$ cat src/rtl/core/scalar_to_colour_map_assert.svh
// Assertion macros shared by the scalar_to_colour_map RTL.
`ifndef SCALAR_TO_COLOUR_MAP_ASSERT_SVH
`define SCALAR_TO_COLOUR_MAP_ASSERT_SVH

// Same-cycle implication, checked only outside reset.
`define ASSERT_IMPLIES(lbl, ante, cons) \
  lbl: assert property (@(posedge clk) disable iff (!rst_n) (ante) |-> (cons)) \
    else $error("scalar_to_colour_map: assertion failed");

// Next-cycle implication, checked at every edge including reset.
`define ASSERT_AFTER(lbl, ante, cons) \
  lbl: assert property (@(posedge clk) (ante) |=> (cons)) \
    else $error("scalar_to_colour_map: assertion failed");

`endif

$ cat src/rtl/core/stcm_pkg.sv
// Shared types and constants for the scalar-to-colour mapper.
package stcm_pkg;

  // Default number of fraction bits of the normalized sample.
  localparam int FRAC_BITS_DEF = 16;

  localparam int SAMPLE_W    = 32;
  localparam int CHAN_W      = 8;
  localparam int PCT_W       = 7;
  localparam int CFG_INDEX_W = 3;
  localparam int CFG_DATA_W  = 32;

  localparam logic [PCT_W-1:0] PCT_MAX = 7'd100;

  // Register reset values.
  localparam logic signed [SAMPLE_W-1:0] RANGE_MIN_RST = 32'sd0;
  localparam logic signed [SAMPLE_W-1:0] RANGE_MAX_RST = 32'sd255;
  localparam logic [PCT_W-1:0]           SAT_RST       = 7'd60;
  localparam logic [PCT_W-1:0]           BRIGHT_RST    = 7'd100;

  // Colour modes; the unused code behaves as greyscale.
  typedef enum logic [1:0] {
    MODE_GREY    = 2'd0,
    MODE_RAINBOW = 2'd1,
    MODE_TEMP    = 2'd2
  } colour_mode_t;

  // Configuration register indexes.
  typedef enum logic [CFG_INDEX_W-1:0] {
    REG_COLOUR_MODE = 3'd0,
    REG_RANGE_MIN   = 3'd1,
    REG_RANGE_MAX   = 3'd2,
    REG_SATURATION  = 3'd3,
    REG_BRIGHTNESS  = 3'd4
  } reg_index_t;

  // How the normalized fraction is formed after the divider.
  typedef enum logic [1:0] {
    XSEL_DIV  = 2'd0,
    XSEL_ZERO = 2'd1,
    XSEL_ONE  = 2'd2
  } xsel_t;

  // Control values derived from configuration for the colour stages.
  typedef struct packed {
    colour_mode_t        mode;
    logic                sat_zero;
    logic [CHAN_W-1:0]   sat_grey;
  } cfg_ctrl_t;

endpackage

$ cat src/rtl/core/stcm_div_stage.sv
// One restoring-division step: yields one quotient bit per pipeline stage.
module stcm_div_stage #(
  parameter int FRAC_BITS = stcm_pkg::FRAC_BITS_DEF
) (
  input  logic                          clk,
  input  logic                          rst_n,
  input  logic                          in_valid,
  output logic                          in_ready,
  input  logic [stcm_pkg::SAMPLE_W-1:0] in_rem,
  input  logic [FRAC_BITS-1:0]          in_q,
  input  stcm_pkg::xsel_t               in_sel,
  input  logic [stcm_pkg::SAMPLE_W-1:0] den,
  output logic                          out_valid,
  input  logic                          out_ready,
  output logic [stcm_pkg::SAMPLE_W-1:0] out_rem,
  output logic [FRAC_BITS-1:0]          out_q,
  output stcm_pkg::xsel_t               out_sel
);

  localparam int RW = stcm_pkg::SAMPLE_W;

  logic          vld_r;
  logic [RW-1:0] rem_r;
  logic [FRAC_BITS-1:0] q_r;
  stcm_pkg::xsel_t sel_r;

  logic          en;
  logic [RW:0]   rem2;
  logic [RW+1:0] trial;
  logic          ge;

  assign en       = !vld_r || out_ready;
  assign in_ready = en;

  // Shift in a zero and try to subtract the divisor.
  assign rem2  = {in_rem, 1'b0};
  assign trial = {1'b0, rem2} - {2'b00, den};
  assign ge    = !trial[RW+1];

  always_ff @(posedge clk) begin
    if (!rst_n) begin
      vld_r <= 1'b0;
    end else if (en) begin
      vld_r <= in_valid;
    end
  end

  always_ff @(posedge clk) begin
    if (en) begin
      rem_r <= ge ? trial[RW-1:0] : rem2[RW-1:0];
      q_r   <= {in_q[FRAC_BITS-2:0], ge};
      sel_r <= in_sel;
    end
  end

  assign out_valid = vld_r;
  assign out_rem   = rem_r;
  assign out_q     = q_r;
  assign out_sel   = sel_r;

endmodule

$ cat config.mk
export PLATFORM = sky130hd
export DESIGN_NAME = stcm_div_stage
export DESIGN_NICKNAME = d
export VERILOG_FILES = /design/src/rtl/core/scalar_to_colour_map_assert.svh /design/src/rtl/core/stcm_pkg.sv /design/src/rtl/core/stcm_div_stage.sv
export SDC_FILE = /design/constraint.sdc
export NUM_CORES = 1
export LEC_CHECK = 0
export ABC_CLOCK_PERIOD_IN_PS = 3000
export BUFFER_PORTS_ARGS = -buffer_cell sky130_fd_sc_hd__buf_2
export CAP_MARGIN = 0
export CORE_ASPECT_RATIO = 1.75
export CORE_UTILIZATION = 50
export CTS_CLUSTER_DIAMETER = 40
export DETAILED_ROUTE_END_ITERATION = 8
export PLACE_DENSITY = 0.81
export SLEW_MARGIN = 20
export SYNTH_ARGS = -nofsm -noshare
export SYNTH_HDL_FRONTEND = slang
export SYNTH_SLANG_ARGS = --single-unit
$ cat constraint.sdc
create_clock -name clk -period 3 [get_ports clk]
set_input_delay 0.3 -clock clk [delete_from_list [all_inputs] [get_ports clk]]
set_output_delay 0.3 -clock clk [all_outputs]
set_load 0.05 [all_outputs]
==> flow_summary.toml <==
[floorplan]
rows = 41
start_util_pct = 51.8
die_w_um = 67.4
coreArea_um2 = 7230
die_h_um = 117
io_pins = 138
die_area_um2 = 7860

[hold_path]
hp-class = "input port to flop"

[global_routing]
grt_pass1_wl_um = 14600
grt_max_degree = 41
grt_pass1_vias = 3430
antenna_found_initial = 1
overflow = 0
grt_use_total_pct = 24.2

[placement]
post-dp-hpwl_um = 7500
numPortBuffers = 136
pre_cts_slack_ns = 0.134
postPlaceCellArea_um2 = 4600
gp_congestion = 0.907
dpl.cell_count = 619

[clocking]
path_clk_slew_ns = 0.07
tritoncts = "built"
insertion_delay_ns = 0.30
clk_path_buf_depth = 2
htree_levels = 2
hold_buffers = 0
cts_buffers = 5
cts_resized = 0
root_buffer = "clkbuf_16"
post_cts_buffers = 0
clock-sinks = 51

[power_and_ir_drop]
swShare_pct = 39.6
seq_power_share_pct = 35.7
p_per_area_nw_per_um2 = 558
p_leak_nw = 2.33
switching_power_mw = 1.05
total_power_mw = 2.65
pwr-share-clk_pct = 22.8
internal_power_mw = 1.60
vdd_drop_max_mv = 0.310
power_frac_comb_pct = 41.5

[timing]
fin_ws_ns = 0.336
setup_viol_count_final = 0
report.final.hold_viol_count = 0
max_freq_ghz = 0.375
worst_pin_slew_ns = 0.523
drv_slew = 0
finalSetupTns_ns = 0
max-slew-margin-rel_pct = 65.1
finalCriticalPeriod_ns = 2.66
fin_crit_sh_pct = 88.8
fin_hold_ws_ns = 0.182
fin_skew_ns = 0.00757
rsz0062_at_grt = "no"

[critical_path]
crit_chain = "buf_2 -> fa_1 -> a211oi_1 -> o21ai_1 -> o21ai_0 -> o21ai_0 -> a211oi_1 -> buf_4 -> a31oi_1 -> xnor2_1 -> o21ai_0"
cp-start-kind = "input port"
cp_slowest_cell = "fa_1"
cp_top_family = "compound AO/OA/AOI/OAI gates"
path_class = "input port to flop"
crit_fanout = 3
worstPathArrival_ns = 2.71
worst-path-buf-inv = 2
critPathRequiredTime_ns = 3.05
max_stage_delay_ns = 0.48
cpMostUsedCell = "o21ai_0"
cp-end-kind = "flop"

[route]
drcViolationCount = 0
drtIter0Drc = 238
routed_wl_um = 9330
ant_nets = 0
dr.pass1.iters = 6
routedWlPerCell_um = 14.9
vias_per_cell = 5.61
vias = 3523

[final_layout]
areaGrowthSynthToFinish_pct = 26.9
design_area_um2 = 4760
post-route-util_pct = 65.8
drive_gt1_share_pct = 31.2
fin_cells = 628
nets = 658

[synth]
ys_types = 50
syn_inst = 394
synth-seq-cells = 51
synth_edf_count = 50
synth_nets = 512
yosysSeqAreaShare_pct = 40.6
avgSynthCellArea_um2 = 9.51
synth_flop_cell = "edfxtp_1"
yosys_warnings = 0
synthArstFlopShare_pct = 0
netlist_area_um2 = 3750

[job]
drv_cap = 0

[run_status]
status = "finished, final reports clean"
[power groups by stage]
stage / logic [mW] / clock network, mW / registers [mW]
4_1_cts: 1.10 / 0.608 / 0.948
2_1_floorplan: 0.417 / 0 / 1.36
5_1_grt: 1.18 / 0.624 / 0.959
3_3_place_gp: 1.08 / 0 / 0.957
3_5_place_dp: 1.10 / 0 / 0.963
6_report: 1.10 / 0.604 / 0.946
[synthesized netlist by cell type (7+ instances only)]
cell / count / area (µm²)
a211oi_1: 7 / 52.6
a21o_1: 23 / 173
a21oi_1: 31 / 155
edfxtp_1: 50 / 1500
ha_1: 31 / 388
inv_1: 37 / 139
nand2_1: 41 / 154
nor2_1: 11 / 41.3
o21ai_0: 40 / 200
xnor2_1: 17 / 149
xor2_1: 12 / 105
[registers in the layout, summed over array words and instances (netlist names)]
| name | flops |
|---|---|
| out_sel | 2 |
| out_q | 16 |
| out_rem | 32 |
| out_valid | 1 |
[cell usage in the layout (no fill, tap or decap), drive strengths merged, types with 7 or more instances in the layout]
master and n:
a21oi 33, xnor2 17, nand2 41, xor2 12, edfxtp 50, buf 152, o21ai 45, inv 38
nor2 11, a21o 24, ha 31, a211oi 7
[kinds of logic after synthesis]
group | synth area share [%]
simple gates | 11.8
flops | 40.6
compound gates | 23.5
xor+xnor | 6.78
mux | 0.801
buf+inv | 5.71
fa+ha+maj | 10.9
[worst register-to-register path: cells and delay by family (launching register included)]
kind / cells / cell delay, ns
flip-flops: 1 / 0.32
AND/OR/NAND/NOR: 1 / 0.25
buffers and inverters: 1 / 0.52
[path summary, 6_finish.rpt]
check / end / slack [ns] / cells after the start / from
max: out_rem[28]$_DFFE_PP_ / 0.34 / 11 / in_rem[0]
min: out_q[5]$_DFFE_PP_ / 0.18 / 1 / in_q[4]
max reg2reg: out_rem[3]$_DFFE_PP_ / 1.53 / 2 / out_valid$_SDFFE_PN0P_
min reg2reg: out_rem[18]$_DFFE_PP_ / 0.76 / 1 / out_valid$_SDFFE_PN0P_
[area by class of cell]
| type | count | area (µm²) |
|---|---|---|
| repair buffers | 152 | 813 |
| clock inverters | 2 | 16.3 |
| well taps | 86 | 108 |
| flip-flops and latches | 51 | 1520 |
| multi-input cells | 292 | 2010 |
| inverters | 38 | 143 |
| clock buffers | 6 | 139 |
| fillers | 598 | 2480 |
| diodes | 1 | 2.50 |
[routing by layer]
layer | global-route usage, % | vias up | wire [µm]
met5 | 0 | - | 0
met4 | 11.6 | 0 | 299
met3 | 2.44 | 27 | 463
met2 | 47.6 | 137 | 5260
met1 | 23.8 | 1632 | 3310
li1 | - | 1727 | -
No activity file was read; power rests on OpenSTA's default activity.
