File: src/rtl/core/scalar_to_colour_map_assert.svh
// Assertion macros shared by the scalar_to_colour_map RTL.
`ifndef SCALAR_TO_COLOUR_MAP_ASSERT_SVH
`define SCALAR_TO_COLOUR_MAP_ASSERT_SVH

// Same-cycle implication, checked only outside reset.
`define ASSERT_IMPLIES(lbl, ante, cons) \
  lbl: assert property (@(posedge clk) disable iff (!rst_n) (ante) |-> (cons)) \
    else $error("scalar_to_colour_map: assertion failed");

// Next-cycle implication, checked at every edge including reset.
`define ASSERT_AFTER(lbl, ante, cons) \
  lbl: assert property (@(posedge clk) (ante) |=> (cons)) \
    else $error("scalar_to_colour_map: assertion failed");

`endif

File: src/rtl/core/stcm_pkg.sv
// Shared types and constants for the scalar-to-colour mapper.
package stcm_pkg;

  // Default number of fraction bits of the normalized sample.
  localparam int FRAC_BITS_DEF = 16;

  localparam int SAMPLE_W    = 32;
  localparam int CHAN_W      = 8;
  localparam int PCT_W       = 7;
  localparam int CFG_INDEX_W = 3;
  localparam int CFG_DATA_W  = 32;

  localparam logic [PCT_W-1:0] PCT_MAX = 7'd100;

  // Register reset values.
  localparam logic signed [SAMPLE_W-1:0] RANGE_MIN_RST = 32'sd0;
  localparam logic signed [SAMPLE_W-1:0] RANGE_MAX_RST = 32'sd255;
  localparam logic [PCT_W-1:0]           SAT_RST       = 7'd60;
  localparam logic [PCT_W-1:0]           BRIGHT_RST    = 7'd100;

  // Colour modes; the unused code behaves as greyscale.
  typedef enum logic [1:0] {
    MODE_GREY    = 2'd0,
    MODE_RAINBOW = 2'd1,
    MODE_TEMP    = 2'd2
  } colour_mode_t;

  // Configuration register indexes.
  typedef enum logic [CFG_INDEX_W-1:0] {
    REG_COLOUR_MODE = 3'd0,
    REG_RANGE_MIN   = 3'd1,
    REG_RANGE_MAX   = 3'd2,
    REG_SATURATION  = 3'd3,
    REG_BRIGHTNESS  = 3'd4
  } reg_index_t;

  // How the normalized fraction is formed after the divider.
  typedef enum logic [1:0] {
    XSEL_DIV  = 2'd0,
    XSEL_ZERO = 2'd1,
    XSEL_ONE  = 2'd2
  } xsel_t;

  // Control values derived from configuration for the colour stages.
  typedef struct packed {
    colour_mode_t        mode;
    logic                sat_zero;
    logic [CHAN_W-1:0]   sat_grey;
  } cfg_ctrl_t;

endpackage

File: src/rtl/core/stcm_colour.sv
// Colour back end: greyscale, six-sector HSV rainbow and temperature ramp.
`include "scalar_to_colour_map_assert.svh"

module stcm_colour #(
  parameter int FRAC_BITS = stcm_pkg::FRAC_BITS_DEF
) (
  input  logic                        clk,
  input  logic                        rst_n,
  input  logic                        in_valid,
  output logic                        in_ready,
  input  logic [FRAC_BITS-1:0]        in_q,
  input  stcm_pkg::xsel_t             in_sel,
  input  stcm_pkg::cfg_ctrl_t         ctrl,
  input  logic [FRAC_BITS:0]          sat_fx,
  input  logic [FRAC_BITS:0]          val_fx,
  input  logic [FRAC_BITS:0]          p_fx,
  output logic                        out_valid,
  input  logic                        out_ready,
  output logic [stcm_pkg::CHAN_W-1:0] red,
  output logic [stcm_pkg::CHAN_W-1:0] green,
  output logic [stcm_pkg::CHAN_W-1:0] blue
);

  localparam int W = FRAC_BITS + 1;
  localparam logic [W-1:0]   ONE     = {1'b1, {FRAC_BITS{1'b0}}};
  localparam logic [W+1:0]   ONE_E   = (W+2)'(ONE);
  localparam logic [W+1:0]   TWO_E   = ONE_E << 1;

  // Channel byte: floor(255 * c / 2^F), never above 255 for c <= 1.0.
  function automatic logic [stcm_pkg::CHAN_W-1:0] to8(input logic [W-1:0] c);
    logic [W+7:0] m;
    m = {c, 8'b0} - {8'b0, c};
    return m[FRAC_BITS +: 8];
  endfunction

  // Stage 1 registers.
  logic         vld1_r;
  logic [W-1:0] x1_r;
  logic [2:0]   sec1_r;
  logic [FRAC_BITS-1:0] f1_r;
  logic [W+1:0] t31_r;
  // Stage 2 registers.
  logic         vld2_r;
  logic [W-1:0] x2_r, sf2_r, sfc2_r, tr2_r, tg2_r, tb2_r;
  logic [2:0]   sec2_r;
  // Stage 3 registers.
  logic         vld3_r;
  logic [W-1:0] x3_r, q3_r, t3_r, tr3_r, tg3_r, tb3_r;
  logic [2:0]   sec3_r;
  // Stage 4 registers.
  logic         vld4_r;
  logic [W-1:0] cr4_r, cg4_r, cb4_r;
  logic         use_grey4_r;
  logic [stcm_pkg::CHAN_W-1:0] grey4_r;
  stcm_pkg::colour_mode_t      kind4_r;
  // Output registers.
  logic         vld5_r;
  logic [stcm_pkg::CHAN_W-1:0] red_r, green_r, blue_r;
  stcm_pkg::colour_mode_t      kind5_r;

  logic en1, en2, en3, en4, en5;
  logic [W-1:0]   x;
  logic [W+2:0]   h6;
  logic [2:0]     sec_raw;
  logic [2:0]     sec_nxt;
  logic [FRAC_BITS-1:0] f_nxt;
  logic [W-1:0]   f_comp;
  logic [W+FRAC_BITS-1:0] sf_prod;
  logic [2*W-1:0] sfc_prod;
  logic [W-1:0]   tr_nxt, tg_nxt, tb_nxt;
  logic [2*W-1:0] q_prod, t_prod;
  logic [W-1:0]   cr_nxt, cg_nxt, cb_nxt;
  logic           use_grey_nxt;
  stcm_pkg::colour_mode_t kind_nxt;

  // Stall chain: a stage moves when empty or when the next stage moves.
  assign en5      = !vld5_r || out_ready;
  assign en4      = !vld4_r || en5;
  assign en3      = !vld3_r || en4;
  assign en2      = !vld2_r || en3;
  assign en1      = !vld1_r || en2;
  assign in_ready = en1;

  always_ff @(posedge clk) begin
    if (!rst_n) begin
      vld1_r <= 1'b0;
      vld2_r <= 1'b0;
      vld3_r <= 1'b0;
      vld4_r <= 1'b0;
      vld5_r <= 1'b0;
    end else begin
      if (en1) vld1_r <= in_valid;
      if (en2) vld2_r <= vld1_r;
      if (en3) vld3_r <= vld2_r;
      if (en4) vld4_r <= vld3_r;
      if (en5) vld5_r <= vld4_r;
    end
  end

  // Stage 1: fraction, hue sector and offset, temperature position.
  always_comb begin
    case (in_sel)
      stcm_pkg::XSEL_ONE:  x = ONE;
      stcm_pkg::XSEL_ZERO: x = '0;
      default:             x = {1'b0, in_q};
    endcase
  end

  assign h6      = (W+3)'({x, 2'b00}) + (W+3)'({x, 1'b0});
  assign sec_raw = h6[FRAC_BITS +: 3];

  // Full hue wraps to the first sector.
  always_comb begin
    if (sec_raw >= 3'd6) begin
      sec_nxt = 3'd0;
      f_nxt   = '0;
    end else begin
      sec_nxt = sec_raw;
      f_nxt   = h6[FRAC_BITS-1:0];
    end
  end

  always_ff @(posedge clk) begin
    if (en1) begin
      x1_r   <= x;
      sec1_r <= sec_nxt;
      f1_r   <= f_nxt;
      t31_r  <= (W+2)'({x, 1'b0}) + (W+2)'(x);
    end
  end

  // Stage 2: saturation products and temperature channel fractions.
  assign f_comp   = ONE - W'(f1_r);
  assign sf_prod  = (W+FRAC_BITS)'(sat_fx) * (W+FRAC_BITS)'(f1_r);
  assign sfc_prod = (2*W)'(sat_fx) * (2*W)'(f_comp);

  always_comb begin
    tr_nxt = (t31_r < ONE_E) ? t31_r[W-1:0] : ONE;
    if (t31_r <= ONE_E) begin
      tg_nxt = '0;
    end else if (t31_r < TWO_E) begin
      tg_nxt = W'(t31_r - ONE_E);
    end else begin
      tg_nxt = ONE;
    end
    tb_nxt = (t31_r < TWO_E) ? '0 : W'(t31_r - TWO_E);
  end

  always_ff @(posedge clk) begin
    if (en2) begin
      x2_r   <= x1_r;
      sec2_r <= sec1_r;
      sf2_r  <= sf_prod[FRAC_BITS +: W];
      sfc2_r <= sfc_prod[FRAC_BITS +: W];
      tr2_r  <= tr_nxt;
      tg2_r  <= tg_nxt;
      tb2_r  <= tb_nxt;
    end
  end

  // Stage 3: value products for the q and t terms.
  assign q_prod = (2*W)'(val_fx) * (2*W)'(ONE - sf2_r);
  assign t_prod = (2*W)'(val_fx) * (2*W)'(ONE - sfc2_r);

  always_ff @(posedge clk) begin
    if (en3) begin
      x3_r   <= x2_r;
      sec3_r <= sec2_r;
      q3_r   <= q_prod[FRAC_BITS +: W];
      t3_r   <= t_prod[FRAC_BITS +: W];
      tr3_r  <= tr2_r;
      tg3_r  <= tg2_r;
      tb3_r  <= tb2_r;
    end
  end

  // Stage 4: pick the channel fractions for the active mode.
  always_comb begin
    cr_nxt       = x3_r;
    cg_nxt       = x3_r;
    cb_nxt       = x3_r;
    use_grey_nxt = 1'b0;
    kind_nxt     = stcm_pkg::MODE_GREY;
    case (ctrl.mode)
      stcm_pkg::MODE_RAINBOW: begin
        kind_nxt     = stcm_pkg::MODE_RAINBOW;
        use_grey_nxt = ctrl.sat_zero;
        case (sec3_r)
          3'd0: begin cr_nxt = val_fx; cg_nxt = t3_r;   cb_nxt = p_fx;   end
          3'd1: begin cr_nxt = q3_r;   cg_nxt = val_fx; cb_nxt = p_fx;   end
          3'd2: begin cr_nxt = p_fx;   cg_nxt = val_fx; cb_nxt = t3_r;   end
          3'd3: begin cr_nxt = p_fx;   cg_nxt = q3_r;   cb_nxt = val_fx; end
          3'd4: begin cr_nxt = t3_r;   cg_nxt = p_fx;   cb_nxt = val_fx; end
          default: begin cr_nxt = val_fx; cg_nxt = p_fx; cb_nxt = q3_r;  end
        endcase
      end
      stcm_pkg::MODE_TEMP: begin
        kind_nxt = stcm_pkg::MODE_TEMP;
        cr_nxt   = tr3_r;
        cg_nxt   = tg3_r;
        cb_nxt   = tb3_r;
      end
      default: ;
    endcase
  end

  always_ff @(posedge clk) begin
    if (en4) begin
      cr4_r       <= cr_nxt;
      cg4_r       <= cg_nxt;
      cb4_r       <= cb_nxt;
      use_grey4_r <= use_grey_nxt;
      grey4_r     <= ctrl.sat_grey;
      kind4_r     <= kind_nxt;
    end
  end

  // Stage 5: scale to bytes into the output register.
  always_ff @(posedge clk) begin
    if (en5) begin
      red_r   <= use_grey4_r ? grey4_r : to8(cr4_r);
      green_r <= use_grey4_r ? grey4_r : to8(cg4_r);
      blue_r  <= use_grey4_r ? grey4_r : to8(cb4_r);
      kind5_r <= kind4_r;
    end
  end

  assign out_valid = vld5_r;
  assign red       = red_r;
  assign green     = green_r;
  assign blue      = blue_r;

  // Greyscale results carry one level on all channels.
  `ASSERT_IMPLIES(a_grey_equal, vld5_r && kind5_r == stcm_pkg::MODE_GREY, red_r == green_r && green_r == blue_r)
  // The temperature ramp never lets a later channel pass an earlier one.
  `ASSERT_IMPLIES(a_temp_order, vld5_r && kind5_r == stcm_pkg::MODE_TEMP, red_r >= green_r && green_r >= blue_r)

endmodule

File: config.mk
export PLATFORM = sky130hd
export DESIGN_NAME = stcm_colour
export DESIGN_NICKNAME = d
export VERILOG_FILES = /design/src/rtl/core/stcm_pkg.sv /design/src/rtl/core/stcm_colour.sv
export VERILOG_INCLUDE_DIRS = /design/src /design/src/rtl/core
export SDC_FILE = /design/constraint.sdc
export NUM_CORES = 2
export LEC_CHECK = 0
export ABC_CLOCK_PERIOD_IN_PS = 13000
export BUFFER_PORTS_ARGS = -buffer_cell sky130_fd_sc_hd__buf_4
export CAP_MARGIN = 20
export CORE_MARGIN = 5
export CORE_UTILIZATION = 66
export DETAILED_ROUTE_END_ITERATION = 6
export PLACE_DENSITY_LB_ADDON = 0.08
export SLEW_MARGIN = 20
export SYNTH_ARGS = -nofsm -noshare
export SYNTH_HDL_FRONTEND = slang
export SYNTH_SLANG_ARGS = --single-unit
File: constraint.sdc
create_clock -name clk -period 13 [get_ports clk]
set_clock_uncertainty 0.15 [all_clocks]
set_input_delay 3.9 -clock clk [delete_from_list [all_inputs] [get_ports clk]]
set_output_delay 3.9 -clock clk [all_outputs]
set_load 0.02 [all_outputs]
==> qor.txt <==
Synth Instances = 5,352
complex-gate fraction of the synthesized area = 6.06%
detailed placement HPWL = 97.6 mm
fraction of registers with async set or reset after synthesis = 0%
combined area of the multi-input logic cells = 0.0362 mm^2
class of the tightest hold or removal check = flop to flop
overall via count from detail_route = 36,500
achievable clock frequency = 98.7 MHz
top-area cell type share of the netlist area = 33.8%
CP max-delay cell = sky130_fd_sc_hd__or4b_2
ordered list of cells on the worst path = buf_4 -> nand2_1 -> fa_1 -> inv_1 -> fa_1 -> inv_1 -> fa_1 -> inv_1 -> fa_1 -> fa_1 -> inv_1 -> fa_1 -> inv_1 -> ha_1 -> a21oi_1 -> o21ai_0 -> or4b_2 -> o221ai_1 -> nand2_1 -> a211oi_2 -> o31ai_1 -> a21oi_1 -> xnor2_1
IO Port Bufs = 109
cell occurring most often along the worst timing path = sky130_fd_sc_hd__fa_1
remaining antenna violation count = 0
post-synthesis sequential area ratio = 20.3%
antenna violations before repair = 6
Worst EP arrival = 10.33 ns
synthesized area per cell = 9.70 um^2
mux share of post-synthesis cell area = 0.422%
maximum single-stage delay on the critical path = 0.72 ns
vias in the first global route = 39,000
min Tclk post-route = 10.13 ns
Overall Global Routing Usage = 31.0%
first-pass GRT wire length = 209 mm
I/O pins = 110
post-synth cell types = 80
CTS Buf Count = 39
fill cell total of the finished layout = 5,846
global route total overflow = 0
largest fanout of any net on the critical path = 40
aggregate negative setup slack = 0 ns
dominant cell type by area after synthesis = sky130_fd_sc_hd__fa_1
clock latency at the later pin of the worst-skew pair = 0.60 ns
# resized after CTS = 0
final hold violation count = 0
dominant combinational cell family by area after synthesis = adder cells
top cells by count, synth = 1,179 x sky130_fd_sc_hd__inv_1, 878 x sky130_fd_sc_hd__fa_1, 732 x sky130_fd_sc_hd__nand2_1
xor and xnor area share after synthesis = 2.37%
Most used DFF post-synth = sky130_fd_sc_hd__edfxtp_1
drt first-iter violations = 3,164
flip-flop and latch count after synthesis = 352
worst reg-to-reg setup slack = 4.04 ns
max-cap check violation count = 0
Simple-Gate Fraction of Synth Area = 14.9%
die boundary width = 291 um
dominant cell by count in the synthesized netlist = sky130_fd_sc_hd__inv_1
launching element type of the critical path = primary input
final period utilization = 77.9%
Clock Pin Slew Worst Setup and Hold Paths = 0.07 ns
number of H-tree levels = 2
top cells by area, synth = sky130_fd_sc_hd__fa_1 34%, sky130_fd_sc_hd__edfxtp_1 20%, sky130_fd_sc_hd__ha_1 12%, sky130_fd_sc_hd__inv_1 8.5%, sky130_fd_sc_hd__and2_1 5.5%
area occupied by registers = 0.0105 mm^2
status = complete, no violations
root cell of the clock tree = sky130_fd_sc_hd__clkbuf_16
core footprint = 0.0777 mm^2
setup repair after global routing missed its margin = false
kind of end point of the critical path = flop
detailed-route DRC error count = 0
transition time at the pin with the least slew margin = 1.12 ns
number of nets in the synthesized netlist = 6,798
area growth from synthesis to layout = 5.93%
endpoint required time on the critical path = 13.20 ns
warnings from Yosys = 0
share of layout cells above drive strength 1 = 6.00%
initial cell density of the core = 66.8%
cell area after synthesis = 0.0519 mm^2
height of the die = 291 um
hold_buf cts = 0
final weighted congestion in routability-driven placement = 0.940
critical setup path kind = primary input to flop
clock net sink count = 352
Post-Route Utilization = 70.8%
area enclosed by the die boundary = 0.0844 mm^2
Setup Buffers After CTS = 0
number of enable flip-flop cells after synthesis = 347
Final Slew Violations = 0
DRT Wirelength = 128 mm
largest net degree at the start of global routing = 86
share of synthesized cell area in full adder, half adder and majority cells = 45.5%
final count of negative-setup-slack endpoints = 0
average detailed-routed wire length per instance = 20.1 um
relative slew slack = 24.1%
net count reported at finish = 6,738
CTS max path bufs = 3
clock tree from TritonCTS = yes
Row Count = 102
number of search-and-repair iterations in the first detailed-routing pass = 6
via-per-instance ratio = 5.74
-- logic make-up (layout without fill, tap and decap cells) --
family / after synthesis / count (layout)
XOR/XNOR: 139 / 139
multiplexers: 21 / 21
AO/OA/AOI/OAI: 451 / 451
AND/OR/NAND/NOR: 1585 / 1585
adder cells (fa/ha/maj): 1362 / 1362
flip-flops: 352 / 352
other: 0 / 7
buffers and inverters: 1442 / 1408
-- flip-flops by register name, indices dropped and copies added (netlist names), 15 cells and up --
| register | cells |
|---|---|
| tr3_r | 17 |
| tb3_r | 17 |
| cb4_r | 17 |
| tg2_r | 17 |
| sf2_r | 17 |
| tg3_r | 17 |
| sfc2_r | 17 |
| f1_r | 15 |
| cr4_r | 17 |
| q3_r | 17 |
| x2_r | 17 |
| t31_r | 18 |
| tr2_r | 17 |
| x3_r | 17 |
| tb2_r | 17 |
| x1_r | 17 |
| cg4_r | 17 |
| t3_r | 17 |
-- layout make-up --
class / instances / area share (%)
Inverter: 1179 / 8.05
Multi-Input combinational cell: 3558 / 65.8
Timing Repair Buffer: 162 / 2.22
Clock buffer: 43 / 1.80
Tap cell: 1040 / 2.37
Sequential cell: 352 / 19.1
Clock inverter: 24 / 0.605
Antenna cell: 7 / 0.0318
-- per-stage QoR --
step | area, um^2 | setup WS [ns] | std cells | hold WS, ns
2_1_floorplan | 51900 | 2.79 | 5352 | 0.250
3_3_place_gp | 53600 | 2.32 | 6291 | 0.251
3_5_place_dp | 53700 | 2.33 | 6291 | 0.255
4_1_cts | 55000 | 2.91 | 6358 | 0.264
5_1_grt | 55000 | 2.56 | 6363 | 0.271
6_report | 55000 | 2.87 | 6365 | 0.263
-- cells in the final DEF, fill, tap and decap left out, drive strengths merged, types with 9 or more instances in the layout --
cell and instances:
nor4 19, or2 16, nand2b 15, nand2 732, nor2 145, xnor2 102
ha 484, and2 455, a221oi 42, mux2i 14, a21oi 124, a222oi 16
a211oi 9, and3 29, o21ai 88, clkinv 11, a21boi 9, a21o 32
inv 1184, or3 13, fa 878, o22a 23, buf 162, nor2b 63
nor3 49, o221a 24, xor2 37, edfxtp 347, nand3 18, a31oi 11
o21a 23, clkbuf 43
-- per-layer routing --
layer / share of wire [%] / global-route usage [%] / wire length, um
met4: 3.4 / 10.0 / 4290
met2: 47 / 50.1 / 59800
met3: 8.8 / 5.24 / 11300
met1: 41 / 43.7 / 52800
met5: 0 / 0 / 0
-- final timing paths --
path / start / end / depth (start not counted)
min reg2reg: tg2_r[4] / tg3_r[4] / 0
max: val_fx[7] / q3_r[16] / 23
min: tg2_r[4] / tg3_r[4] / 0
max reg2reg: sf2_r[0] / q3_r[16] / 28
-- worst max-delay path, delay by kind of cell --
kind | cells | cell delay (ns)
and+or+nand+nor | 3 | 1.06
buffers and inverters | 6 | 0.69
AOI/OAI and AO/OA | 6 | 1.17
xor gates and xnor gates | 1 | 0.09
adders and majority gates | 7 | 3.39
Power is not shown: default switching activity piles up to over one toggle a cycle in this logic, so the estimate is an artifact.
