--- src/rtl/core/scalar_to_colour_map_assert.svh ---
// Assertion macros shared by the scalar_to_colour_map RTL.
`ifndef SCALAR_TO_COLOUR_MAP_ASSERT_SVH
`define SCALAR_TO_COLOUR_MAP_ASSERT_SVH

// Same-cycle implication, checked only outside reset.
`define ASSERT_IMPLIES(lbl, ante, cons) \
  lbl: assert property (@(posedge clk) disable iff (!rst_n) (ante) |-> (cons)) \
    else $error("scalar_to_colour_map: assertion failed");

// Next-cycle implication, checked at every edge including reset.
`define ASSERT_AFTER(lbl, ante, cons) \
  lbl: assert property (@(posedge clk) (ante) |=> (cons)) \
    else $error("scalar_to_colour_map: assertion failed");

`endif

--- src/rtl/core/stcm_pkg.sv ---
// Shared types and constants for the scalar-to-colour mapper.
package stcm_pkg;

  // Default number of fraction bits of the normalized sample.
  localparam int FRAC_BITS_DEF = 16;

  localparam int SAMPLE_W    = 32;
  localparam int CHAN_W      = 8;
  localparam int PCT_W       = 7;
  localparam int CFG_INDEX_W = 3;
  localparam int CFG_DATA_W  = 32;

  localparam logic [PCT_W-1:0] PCT_MAX = 7'd100;

  // Register reset values.
  localparam logic signed [SAMPLE_W-1:0] RANGE_MIN_RST = 32'sd0;
  localparam logic signed [SAMPLE_W-1:0] RANGE_MAX_RST = 32'sd255;
  localparam logic [PCT_W-1:0]           SAT_RST       = 7'd60;
  localparam logic [PCT_W-1:0]           BRIGHT_RST    = 7'd100;

  // Colour modes; the unused code behaves as greyscale.
  typedef enum logic [1:0] {
    MODE_GREY    = 2'd0,
    MODE_RAINBOW = 2'd1,
    MODE_TEMP    = 2'd2
  } colour_mode_t;

  // Configuration register indexes.
  typedef enum logic [CFG_INDEX_W-1:0] {
    REG_COLOUR_MODE = 3'd0,
    REG_RANGE_MIN   = 3'd1,
    REG_RANGE_MAX   = 3'd2,
    REG_SATURATION  = 3'd3,
    REG_BRIGHTNESS  = 3'd4
  } reg_index_t;

  // How the normalized fraction is formed after the divider.
  typedef enum logic [1:0] {
    XSEL_DIV  = 2'd0,
    XSEL_ZERO = 2'd1,
    XSEL_ONE  = 2'd2
  } xsel_t;

  // Control values derived from configuration for the colour stages.
  typedef struct packed {
    colour_mode_t        mode;
    logic                sat_zero;
    logic [CHAN_W-1:0]   sat_grey;
  } cfg_ctrl_t;

endpackage

--- src/rtl/core/stcm_norm.sv ---
// Front end: sample offset, range width and the special-case decision.
module stcm_norm (
  input  logic                                 clk,
  input  logic                                 rst_n,
  input  logic                                 in_valid,
  output logic                                 in_ready,
  input  logic signed [stcm_pkg::SAMPLE_W-1:0] sample,
  input  logic signed [stcm_pkg::SAMPLE_W-1:0] range_min,
  input  logic signed [stcm_pkg::SAMPLE_W-1:0] range_max,
  output logic                                 out_valid,
  input  logic                                 out_ready,
  output logic [stcm_pkg::SAMPLE_W-1:0]        out_rem,
  output stcm_pkg::xsel_t                      out_sel,
  output logic [stcm_pkg::SAMPLE_W-1:0]        den
);

  localparam int DW = stcm_pkg::SAMPLE_W + 1;

  logic                vld_a_r;
  logic [DW-1:0]       diff_r;
  logic [DW-1:0]       den_r;
  logic                vld_b_r;
  logic [stcm_pkg::SAMPLE_W-1:0] rem_r;
  stcm_pkg::xsel_t     sel_r;

  logic en_a;
  logic en_b;
  logic empty;
  logic num_le0;
  logic num_ge;
  stcm_pkg::xsel_t sel_nxt;

  // Each stage moves when it is empty or the next one moves.
  assign en_b     = !vld_b_r || out_ready;
  assign en_a     = !vld_a_r || en_b;
  assign in_ready = en_a;

  // Range width follows the registers every cycle.
  always_ff @(posedge clk) begin
    den_r <= {range_max[stcm_pkg::SAMPLE_W-1], range_max}
           - {range_min[stcm_pkg::SAMPLE_W-1], range_min};
  end

  // Stage A: offset of the sample from the bottom of the range.
  always_ff @(posedge clk) begin
    if (!rst_n) begin
      vld_a_r <= 1'b0;
    end else if (en_a) begin
      vld_a_r <= in_valid;
    end
  end

  always_ff @(posedge clk) begin
    if (en_a) begin
      diff_r <= {sample[stcm_pkg::SAMPLE_W-1], sample}
              - {range_min[stcm_pkg::SAMPLE_W-1], range_min};
    end
  end

  // Empty range, below range and above range bypass the divider.
  assign empty   = den_r[DW-1] || (den_r == '0);
  assign num_le0 = diff_r[DW-1] || (diff_r == '0);
  assign num_ge  = !diff_r[DW-1]
                && (diff_r[stcm_pkg::SAMPLE_W-1:0] >= den_r[stcm_pkg::SAMPLE_W-1:0]);

  always_comb begin
    if (empty || num_le0) begin
      sel_nxt = stcm_pkg::XSEL_ZERO;
    end else if (num_ge) begin
      sel_nxt = stcm_pkg::XSEL_ONE;
    end else begin
      sel_nxt = stcm_pkg::XSEL_DIV;
    end
  end

  // Stage B: dividend and bypass select.
  always_ff @(posedge clk) begin
    if (!rst_n) begin
      vld_b_r <= 1'b0;
    end else if (en_b) begin
      vld_b_r <= vld_a_r;
    end
  end

  always_ff @(posedge clk) begin
    if (en_b) begin
      sel_r <= sel_nxt;
      rem_r <= (sel_nxt == stcm_pkg::XSEL_DIV) ? diff_r[stcm_pkg::SAMPLE_W-1:0] : '0;
    end
  end

  assign out_valid = vld_b_r;
  assign out_rem   = rem_r;
  assign out_sel   = sel_r;
  assign den       = den_r[stcm_pkg::SAMPLE_W-1:0];

endmodule

--- config.mk ---
export PLATFORM = sky130hd
export DESIGN_NAME = stcm_norm
export DESIGN_NICKNAME = d
export VERILOG_FILES = /design/src/rtl/core/scalar_to_colour_map_assert.svh /design/src/rtl/core/stcm_pkg.sv /design/src/rtl/core/stcm_norm.sv
export SDC_FILE = /design/constraint.sdc
export NUM_CORES = 1
export LEC_CHECK = 0
export ABC_AREA = 1
export BUFFER_PORTS_ARGS = -buffer_cell sky130_fd_sc_hd__buf_2
export CORE_ASPECT_RATIO = 2
export CORE_MARGIN = 5
export CORE_UTILIZATION = 35
export DETAILED_ROUTE_END_ITERATION = 12
export SYNTH_ARGS = -nofsm -noshare
export SYNTH_HDL_FRONTEND = slang
export SYNTH_SLANG_ARGS = --single-unit
--- constraint.sdc ---
create_clock -name clk -period 4.4 [get_ports clk]
set_clock_uncertainty 0.2 [all_clocks]
set_input_delay 1.1 -clock clk [delete_from_list [all_inputs] [get_ports clk]]
set_output_delay 1.1 -clock clk [all_outputs]
set_load 0.05 [all_outputs]
==> impl_metrics.toml, run 1 <==
[clock_network]
clock-sinks = 102
clk_latency_ns = 0.36
path_clk_slew_ns = 0.07
cts_root_buf = "clkbuf_16"
htree_levels = 3
cts-resized-gates = 0
post-cts-setup-buffers = 0
clk_path_buf_depth = 2
holdBufCountCts = 0
cts_tree = "done"
cts_buffers = 9

[min_path]
hp-class = "reg -> reg"

[critical_path]
cp_slowest_cell = "a21oi_1"
critical_path.endpoint_type = "flip-flop"
worstPathArrival_ns = 3.00
critPathMostFrequentCell = "nand2_1"
path_class = "in -> reg"
cp-start-kind = "input pin"
path_max_fanout = 6
crit_chain = "buf_2, inv_1, ha_1, a21oi_1, o21ai_0, inv_1, nand2_1, a21oi_1, nand2_1, nand2_1, nand2_1"
required_ns = 4.31
path_buf_inv = 3
path_delay_family = "compound AO/OA/AOI/OAI gates"
critical_path.max_stage_delay_ns = 0.38

[drt]
drc = 0
drtIter0Drc = 301
detail-route-antenna-nets = 0
detail_route.wl_per_cell_um = 16.16
routed_via_density = 4.688
vias = 8935
wl_mm = 30.81
dr.pass1.iters = 5

[floorplanning]
rows = 84
start_util = 0.3519
core-area_mm2 = 0.02617
die_y_um = 239.4
die-area_mm2 = 0.02985
die_w_um = 124.7
io_pins = 168

[place]
placed_area_mm2 = 0.01022
dp_hpwl_mm = 27.33
port_buffers = 167
gp_congestion = 0.9784

[timing]
fmax_mhz = 324.0
hold_viol = 0
rsz0062_at_grt = "false"
finalSetupViolCount = 0
min_period_ns = 3.087
maxSlewHeadroom = 0.6307
worstMarginPinSlew_ns = 0.5481
drv_slew = 0
layout_worst_path_cycle_share = 0.7015
tns_ns = 0

[final_layout]
area_delta_synth_final_pct = 14.16
final_common_cell = "nand2_1"
final_cell_mix = "nand2_1, inv_1, buf_2, nor2_1, ha_1"
layout.nets = 1755
diodes = 0
drive_above_1_share = 0.1364
final_area_mm2 = 0.01051

[synth]
yosys-top-cells-area = "edfxtp_1, nand2_1, ha_1"
yosysUniqueCellTypes = 24
synth_top_cell_area_share = 0.2185
yosysTopAreaCell = "edfxtp_1"
ys_seq_area_frac = 0.2946
avgSynthCellArea_um2 = 6.526
syn_nets = 1609
synth_area_mm2 = 0.009209
syn_inst = 1411
ys_warn_count = 0
ys_ff_latch = 102

[grt]
antenna_found_initial = 0
grt-ovfl-total = 0
grt_max_degree = 36
grt_pass1_wl_mm = 46.78
grt_usage = 0.2041
first_global_vias = 9175

[run_status]
outcome = "complete, no violations"

[power]
leakage_nw = 6.134
p_total_mw = 3.872
p_per_area_mw_per_mm2 = 368.3
ir_drop_uv = 207.1

[run]
maxCapViolCount = 0
## registers in the layout (all words and copies together) (netlist names)
signal     cells
out_valid      1
vld_a_r        1
diff_r        33
out_rem       32
out_sel        2
den_r         33
## report_power, final
group | switching, mW | internal, mW | leakage [nW]
combinational | 1.24 | 0.484 | 4.95
sequential | 0.122 | 1.24 | 1.04
clock | 0.357 | 0.433 | 0.141
total | 1.72 | 2.15 | 6.13
## per-layer routing
metal,global-route usage,vias up,wire [µm]
met3,0.01986,99,1052
met1,0.1868,3994,10410
met5,0,-,0
met4,0.1470,0,2477
li1,-,4590,-
met2,0.4090,252,16870
## through the flow
| stage | hold slack [ns] | utilization | setup WS, ns | instances |
|---|---|---|---|---|
| after floorplan | 0.2267 | - | 0.8262 | 1411 |
| after global placement | 0.2328 | 0.3907 | 0.9719 | 1890 |
| after detailed placement | 0.2376 | 0.3907 | 0.9787 | 1890 |
| after CTS | 0.2478 | 0.4017 | 1.359 | 1906 |
| after global routing | 0.2735 | 0.4017 | 1.147 | 1906 |
| final | 0.2438 | 0.4017 | 1.313 | 1906 |
## synth_stat cells
cell type  count
a21oi_1       69
nand2_1      463
fa_1           2
buf_4         32
nor2_2        21
dfxtp_1       35
nand2_2        1
nand3_1       54
inv_1        312
nor3_1        14
o21ai_0       27
buf_6          3
nand3_4        1
nand3_2        2
o21a_1         3
xor2_1        32
nand4_1       19
ha_1          96
edfxtp_1      67
a21o_1         2
xnor2_1        2
o21bai_1       5
nor2_1       145
nor3_2         4
## worst paths after layout
kind                               startpoint           to  slack (ns)  cells after the start
worst min register to register        vld_a_r    out_valid        0.24                      2
worst min-delay path                  vld_a_r    out_valid        0.24                      2
worst max register to register       den_r[9]  out_rem[22]        1.95                     13
worst max-delay path            range_min[25]   diff_r[26]        1.31                     11
## cell type report
type	instances	area, µm²
clock buffer	13	271.5
clock inverter	3	17.52
fill	2890	15660
inverter	312	1171
multi-input combinational	962	5051
sequential	102	2713
tap	344	430.4
timing repair buffer	170	858.3
## tightest hold or removal path, stage by stage (launching register included)
cell,delay (ns)
dfxtp_1,0.31
inv_1,0.04
a21oi_1,0.05
## cell families after synthesis
kind of cell               after synthesis  synth area share
adders and majority gates               98            0.1348
AOI/OAI and AO/OA                      106           0.06033
xor gates and xnor gates                34           0.03234
buffers and inverters                  347            0.1569
DFF                                    102            0.2946
and+or+nand+nor                        724            0.3211
Note: power is estimated with default switching activity, not from simulation.
==> inputs of run 2 (changes only) <==
--- a/config.mk
+++ b/config.mk
@@ -5,7 +5,7 @@
 export SDC_FILE = /design/constraint.sdc
 export NUM_CORES = 1
 export LEC_CHECK = 0
-export ABC_AREA = 1
+export ABC_AREA = 0
 export BUFFER_PORTS_ARGS = -buffer_cell sky130_fd_sc_hd__buf_2
 export CORE_ASPECT_RATIO = 2
 export CORE_MARGIN = 5
==> constraint.sdc (replaced) <==
create_clock -name clk -period 2.9 [get_ports clk]
set_clock_uncertainty 0.2 [all_clocks]
set_input_delay 0.725 -clock clk [delete_from_list [all_inputs] [get_ports clk]]
set_output_delay 0.725 -clock clk [all_outputs]
set_load 0.05 [all_outputs]
==> run 2 against run 1 <==
The flow now finishes with violations (negative setup slack); highest routed layer unchanged; largest power group unchanged; setup slack got worse by 1.5 ns; sequential cell count unchanged; combinational power rose by 77%; die area decreased by 17%; via count is 23% lower; count of clock-buffer cells in the layout fell by 3; cell area rose by 1.5%.
==> impl_metrics.toml, run 2 <==
[synth]
yosys-top-cells-area = "edfxtp_1, ha_1, dfxtp_1"
yosysUniqueCellTypes = 63
syn_inst = 786
ys_seq_area_frac = 0.3590
avgSynthCellArea_um2 = 9.613
synth_top_cell_area_share = 0.2663
synth_most_common_cell = "ha_1"
synth_common_cells = "ha_1, inv_1, edfxtp_1"
synth_edf_count = 67
ys_warn_count = 0
ys_ff_latch = 102
async_reset_ff_frac = 0
synth-main-ff-cell = "edfxtp_1"
yosysTopAreaCell = "edfxtp_1"
syn_nets = 984
synth_area_mm2 = 0.007556

[timing]
rsz0062_at_grt = "true"
timing.final.ws_setup_ns = -0.1438
maxSlewHeadroom = 0.5828
worstMarginPinSlew_ns = 0.6100
drv_slew = 0
hold_viol = 0
finalSetupViolCount = 5
layout_worst_path_cycle_share = 1.050
fmax_mhz = 328.5
min_period_ns = 3.044

[drt]
drtIter0Drc = 226
vias = 6871
wl_mm = 22.67
drc = 0
detail_route.wl_per_cell_um = 16.62
detail-route-antenna-nets = 0
routed_via_density = 5.037
dr.pass1.iters = 4

[critical_path]
path_class = "in -> reg"
critical_path.endpoint_type = "flip-flop"
cp-start-kind = "input pin"
required_ns = 2.80
path_max_fanout = 3
worstPathArrival_ns = 2.94

[clock_network]
clock-sinks = 102
path_clk_slew_ns = 0.07
clk_latency_ns = 0.35
cts_tree = "done"
cts_root_buf = "clkbuf_16"
htree_levels = 3
clk_path_buf_depth = 2
cts_buffers = 9

[floorplanning]
die_w_um = 113.9
die-area_mm2 = 0.02481
rows = 76
die_y_um = 217.8
io_pins = 168
core-area_mm2 = 0.02140
start_util = 0.3532

[power]
switching_share = 0.4169
leakage_nw = 5.179
p_clk_frac = 0.179
p_sw_mw = 2.649
combPwrFrac = 0.479
ir_drop_uv = 314.8
p_per_area_mw_per_mm2 = 595.6
intPower_mw = 3.705
seqPwrFrac = 0.342

[grt]
antenna_found_initial = 0
grt_pass1_wl_mm = 34.77
grt_max_degree = 35
grt_usage = 0.1779
grt-ovfl-total = 0
first_global_vias = 7129

[final_layout]
area_delta_synth_final_pct = 41.21
drive_above_1_share = 0.4198
final_common_cell = "buf_4"
seq_area_mm2 = 0.002714
diodes = 0
layout.nets = 1284
final_area_mm2 = 0.01067
multi_input_area_mm2 = 0.004828
fillerInstances = 2000
final_cell_mix = "buf_4, buf_2, ha_1, inv_1, edfxtp_1"
finalNonFillerCells = 1364

[place]
port_buffers = 167
gp_congestion = 0.8941
placed_area_mm2 = 0.009744
dp_hpwl_mm = 18.62
place_inst = 1331

[min_path]
hp-class = "reg -> reg"

[run_status]
violations = "negative setup slack"
outcome = "finished with violations"

[run]
maxCapViolCount = 0
[run 2: worst max-delay path: stages]
cell and delay (ns):
buf_8 0.10, inv_6 0.05, ha_4 0.19, nor2b_4 0.12
o31a_1 0.26, o2111ai_2 0.27, a21oi_2 0.12, o211ai_1 0.23
buf_4 0.19, o31ai_4 0.07, a221oi_2 0.34, o21ai_1 0.12
xor2_1 0.15
[run 2: layer usage]
layer,global-route usage,vias up,wire (µm)
met5,0,-,0
met4,0.09195,0,1132
met3,0.02277,53,781
met2,0.3444,155,12750
met1,0.1806,3228,8002
li1,-,3435,-
[run 2: metrics by stage]
stage          setup TNS (ns)  power (mW)  setup WS, ns  hold WS, ns    util
2_1_floorplan         -0.5728       4.169       -0.2026       0.2627       -
3_3_place_gp           -11.05       4.982       -0.6738       0.2766  0.4554
3_5_place_dp           -11.71       5.027       -0.6553       0.3123  0.4554
4_1_cts               -0.8706       6.242       -0.1991       0.3271  0.4800
5_1_grt                -1.413       6.722       -0.2324       0.3495  0.4987
6_report              -0.3706       6.355       -0.1438       0.3214  0.4987
[run 2: area by class of cell]
type,count,share of cell area
clock buffer,10,0.02146
timing repair buffer,339,0.2046
tap,273,0.03201
clock inverter,6,0.004456
inverter,83,0.03061
multi-input combinational,551,0.4525
sequential,102,0.2543
[run 2: logic make-up (layout without fill, tap and decap cells)]
group / after synthesis / after routing / synth area share
compound gates: 201 / 201 / 0.1808
simple gates: 194 / 196 / 0.1477
buf+inv: 135 / 438 / 0.08296
flops: 102 / 102 / 0.3590
fa+ha+maj: 98 / 98 / 0.1643
xor+xnor: 55 / 55 / 0.06375
mux: 1 / 1 / 0.001490
[run 2: what timing repair did]
item                                   in CTS  in global routing
endpoints found under the hold margin       0                  0
hold buffers                                0                  0
setup buffers                              12                  7
gates resized for setup                    34                 66
gates cloned                                0                  2
pin swaps                                  26                 56
setup endpoints to repair                  24                 55
[run 2: final timing paths]
kind	cells past startpoint	from	slack [ns]	end
min	1	vld_a_r	0.32	out_valid
max reg2reg	9	den_r[10]	0.09	out_rem[9]
min reg2reg	1	vld_a_r	0.32	out_valid
max	13	range_min[1]	-0.14	diff_r[31]
[run 2: power groups by stage]
stage	logic [mW]	clock network, mW	registers (mW)
floorplan	1.64	0	2.53
global placement	2.78	0	2.20
detailed placement	2.82	0	2.20
CTS	2.92	1.15	2.17
global route	3.29	1.22	2.21
finish	3.04	1.14	2.17
==> inputs of run 3 (changes only) <==
--- a/config.mk
+++ b/config.mk
@@ -7,10 +7,13 @@
 export LEC_CHECK = 0
 export ABC_AREA = 0
 export BUFFER_PORTS_ARGS = -buffer_cell sky130_fd_sc_hd__buf_2
+export CELL_PAD_IN_SITES_DETAIL_PLACEMENT = 0
+export CELL_PAD_IN_SITES_GLOBAL_PLACEMENT = 1
 export CORE_ASPECT_RATIO = 2
 export CORE_MARGIN = 5
 export CORE_UTILIZATION = 35
 export DETAILED_ROUTE_END_ITERATION = 12
+export PLACE_DENSITY_LB_ADDON = 0.1
 export SYNTH_ARGS = -nofsm -noshare
 export SYNTH_HDL_FRONTEND = slang
 export SYNTH_SLANG_ARGS = --single-unit
==> constraint.sdc (replaced) <==
create_clock -name clk -period 3.2 [get_ports clk]
set_clock_uncertainty 0.2 [all_clocks]
set_input_delay 0.8 -clock clk [delete_from_list [all_inputs] [get_ports clk]]
set_output_delay 0.8 -clock clk [all_outputs]
set_load 0.05 [all_outputs]
==> run 3 against run 2 <==
The run now ends clean; wire length increased by 8.9%; global-route usage grew 2.3 points; first-iteration DRC count decreased by 1.8%; critical path depth stayed put.
==> impl_metrics.toml, run 3 (synthesis gave the netlist of run 2 again) <==
[run_status]
outcome = "complete, no violations"

[drt]
drtIter0Drc = 222
drc = 0
detail-route-antenna-nets = 0
vias = 6651
routed_via_density = 4.986
detail_route.wl_per_cell_um = 18.51
dr.pass1.iters = 4
wl_mm = 24.70

[power]
intPower_mw = 3.238
p_total_mw = 5.646
p_clk_frac = 0.192
ir_drop_uv = 356.0
combPwrFrac = 0.451
p_sw_mw = 2.408
p_per_area_mw_per_mm2 = 562.9
leakage_nw = 4.988
seqPwrFrac = 0.357
switching_share = 0.4265

[final_layout]
layout.nets = 1254
diodes = 0
seq_area_mm2 = 0.002713
finish.utilization = 0.4688
fillerInstances = 2194
final_cell_mix = "buf_2, buf_4, ha_1, inv_1, edfxtp_1"
area_delta_synth_final_pct = 32.75
drive_above_1_share = 0.3553
multi_input_area_mm2 = 0.004437
final_common_cell = "buf_2"

[timing]
layout_worst_path_cycle_share = 0.9937
worstMarginPinSlew_ns = 0.5522
rsz0062_at_grt = "true"
min_period_ns = 3.180
hold_viol = 0
fmax_mhz = 314.5
drv_slew = 0
maxSlewHeadroom = 0.6285
finalSetupViolCount = 0

[floorplanning]
die_w_um = 113.9
core-area_mm2 = 0.02140
io_pins = 168
die-area_mm2 = 0.02481
die_y_um = 217.8
start_util = 0.3532
rows = 76

[clock_network]
cts_root_buf = "clkbuf_16"
clk_path_buf_depth = 2
cts_tree = "done"
htree_levels = 3
clk_latency_ns = 0.36
clock-sinks = 102
path_clk_slew_ns = 0.07
cts_buffers = 9

[critical_path]
critical_path.endpoint_type = "flip-flop"
crit_path_start = "range_min[0]"
rrSetupSlack_ns = 0.26
r2r-start = "den_r[5]"
cp-start-kind = "input pin"
path_max_fanout = 2
required_ns = 3.25
path_class = "in -> reg"
worstPathArrival_ns = 3.23

[grt]
grt-ovfl-total = 0
antenna_found_initial = 0
grt_max_degree = 35
grt_pass1_wl_mm = 37.23
first_global_vias = 7043
grt_usage = 0.2005

[min_path]
min-delay-start = "vld_a_r"
hp-class = "reg -> reg"

[place]
port_buffers = 167
gp_congestion = 0.8477
dp_hpwl_mm = 21.26

[run]
maxCapViolCount = 0
run 3: final timing paths:
path | to | depth (start not counted)
setup / recovery | den_r[32] | 13
hold / removal | out_valid | 1
setup reg to reg | out_rem[4] | 12
hold reg to reg | out_valid | 1
run 3: stage by stage:
stage               setup slack (ns)  hold slack, ns  setup TNS (ns)  cells  instance area (µm²)
floorplan                   -0.03082          0.2627        -0.03082    786                 7579
CTS                         -0.05835          0.3022        -0.05835   1330                 9844
global placement             -0.6347          0.2865          -6.830   1312                 9477
global route                -0.05977          0.3324        -0.07209   1334                10030
finish                       0.02024          0.3044               0   1334                10030
detailed placement           -0.7017          0.2847          -7.367   1312                 9477
run 3: layer usage:
metal / share of wire / track usage / vias to the layer above
met5: 0 / 0 / -
met4: 0.045 / 0.09156 / 0
met3: 0.033 / 0.02472 / 43
met2: 0.62 / 0.4360 / 147
met1: 0.30 / 0.1670 / 3090
li1: - / - / 3371
run 3: critical path, cell delays in order:
cell and delay (ns):
buf_8 0.10, ha_4 0.16, fa_2 0.34, and2b_2 0.26, o2111ai_4 0.13, a21oi_2 0.23
nor4b_2 0.09, o21ai_2 0.21, o31ai_4 0.12, buf_6 0.14, o41ai_4 0.27, a211oi_2 0.11
mux2_4 0.27
run 3: area by class of cell:
| class | count | area share |
|---|---|---|
| Clock inverter | 7 | 0.005488 |
| Sequential cell | 102 | 0.2704 |
| Multi-Input combinational cell | 549 | 0.4423 |
| Inverter | 83 | 0.03156 |
| Tap cell | 273 | 0.03405 |
| Clock buffer | 9 | 0.02245 |
| Timing Repair Buffer | 311 | 0.1937 |
run 3: timing repair:
item / in CTS / in global routing
setup buffers: 4 / 5
setup endpoints to repair: 8 / 14
resized for setup: 16 / 33
pin swaps: 9 / 22
hold buffers: 0 / 0
run 3: power groups by stage:
stage	sequential, mW	clock (mW)	combinational, mW
CTS	2.04	1.12	2.53
global route	2.06	1.16	2.77
detailed placement	2.07	0	2.50
global placement	2.07	0	2.48
finish	2.02	1.08	2.54
floorplan	2.29	0	1.46
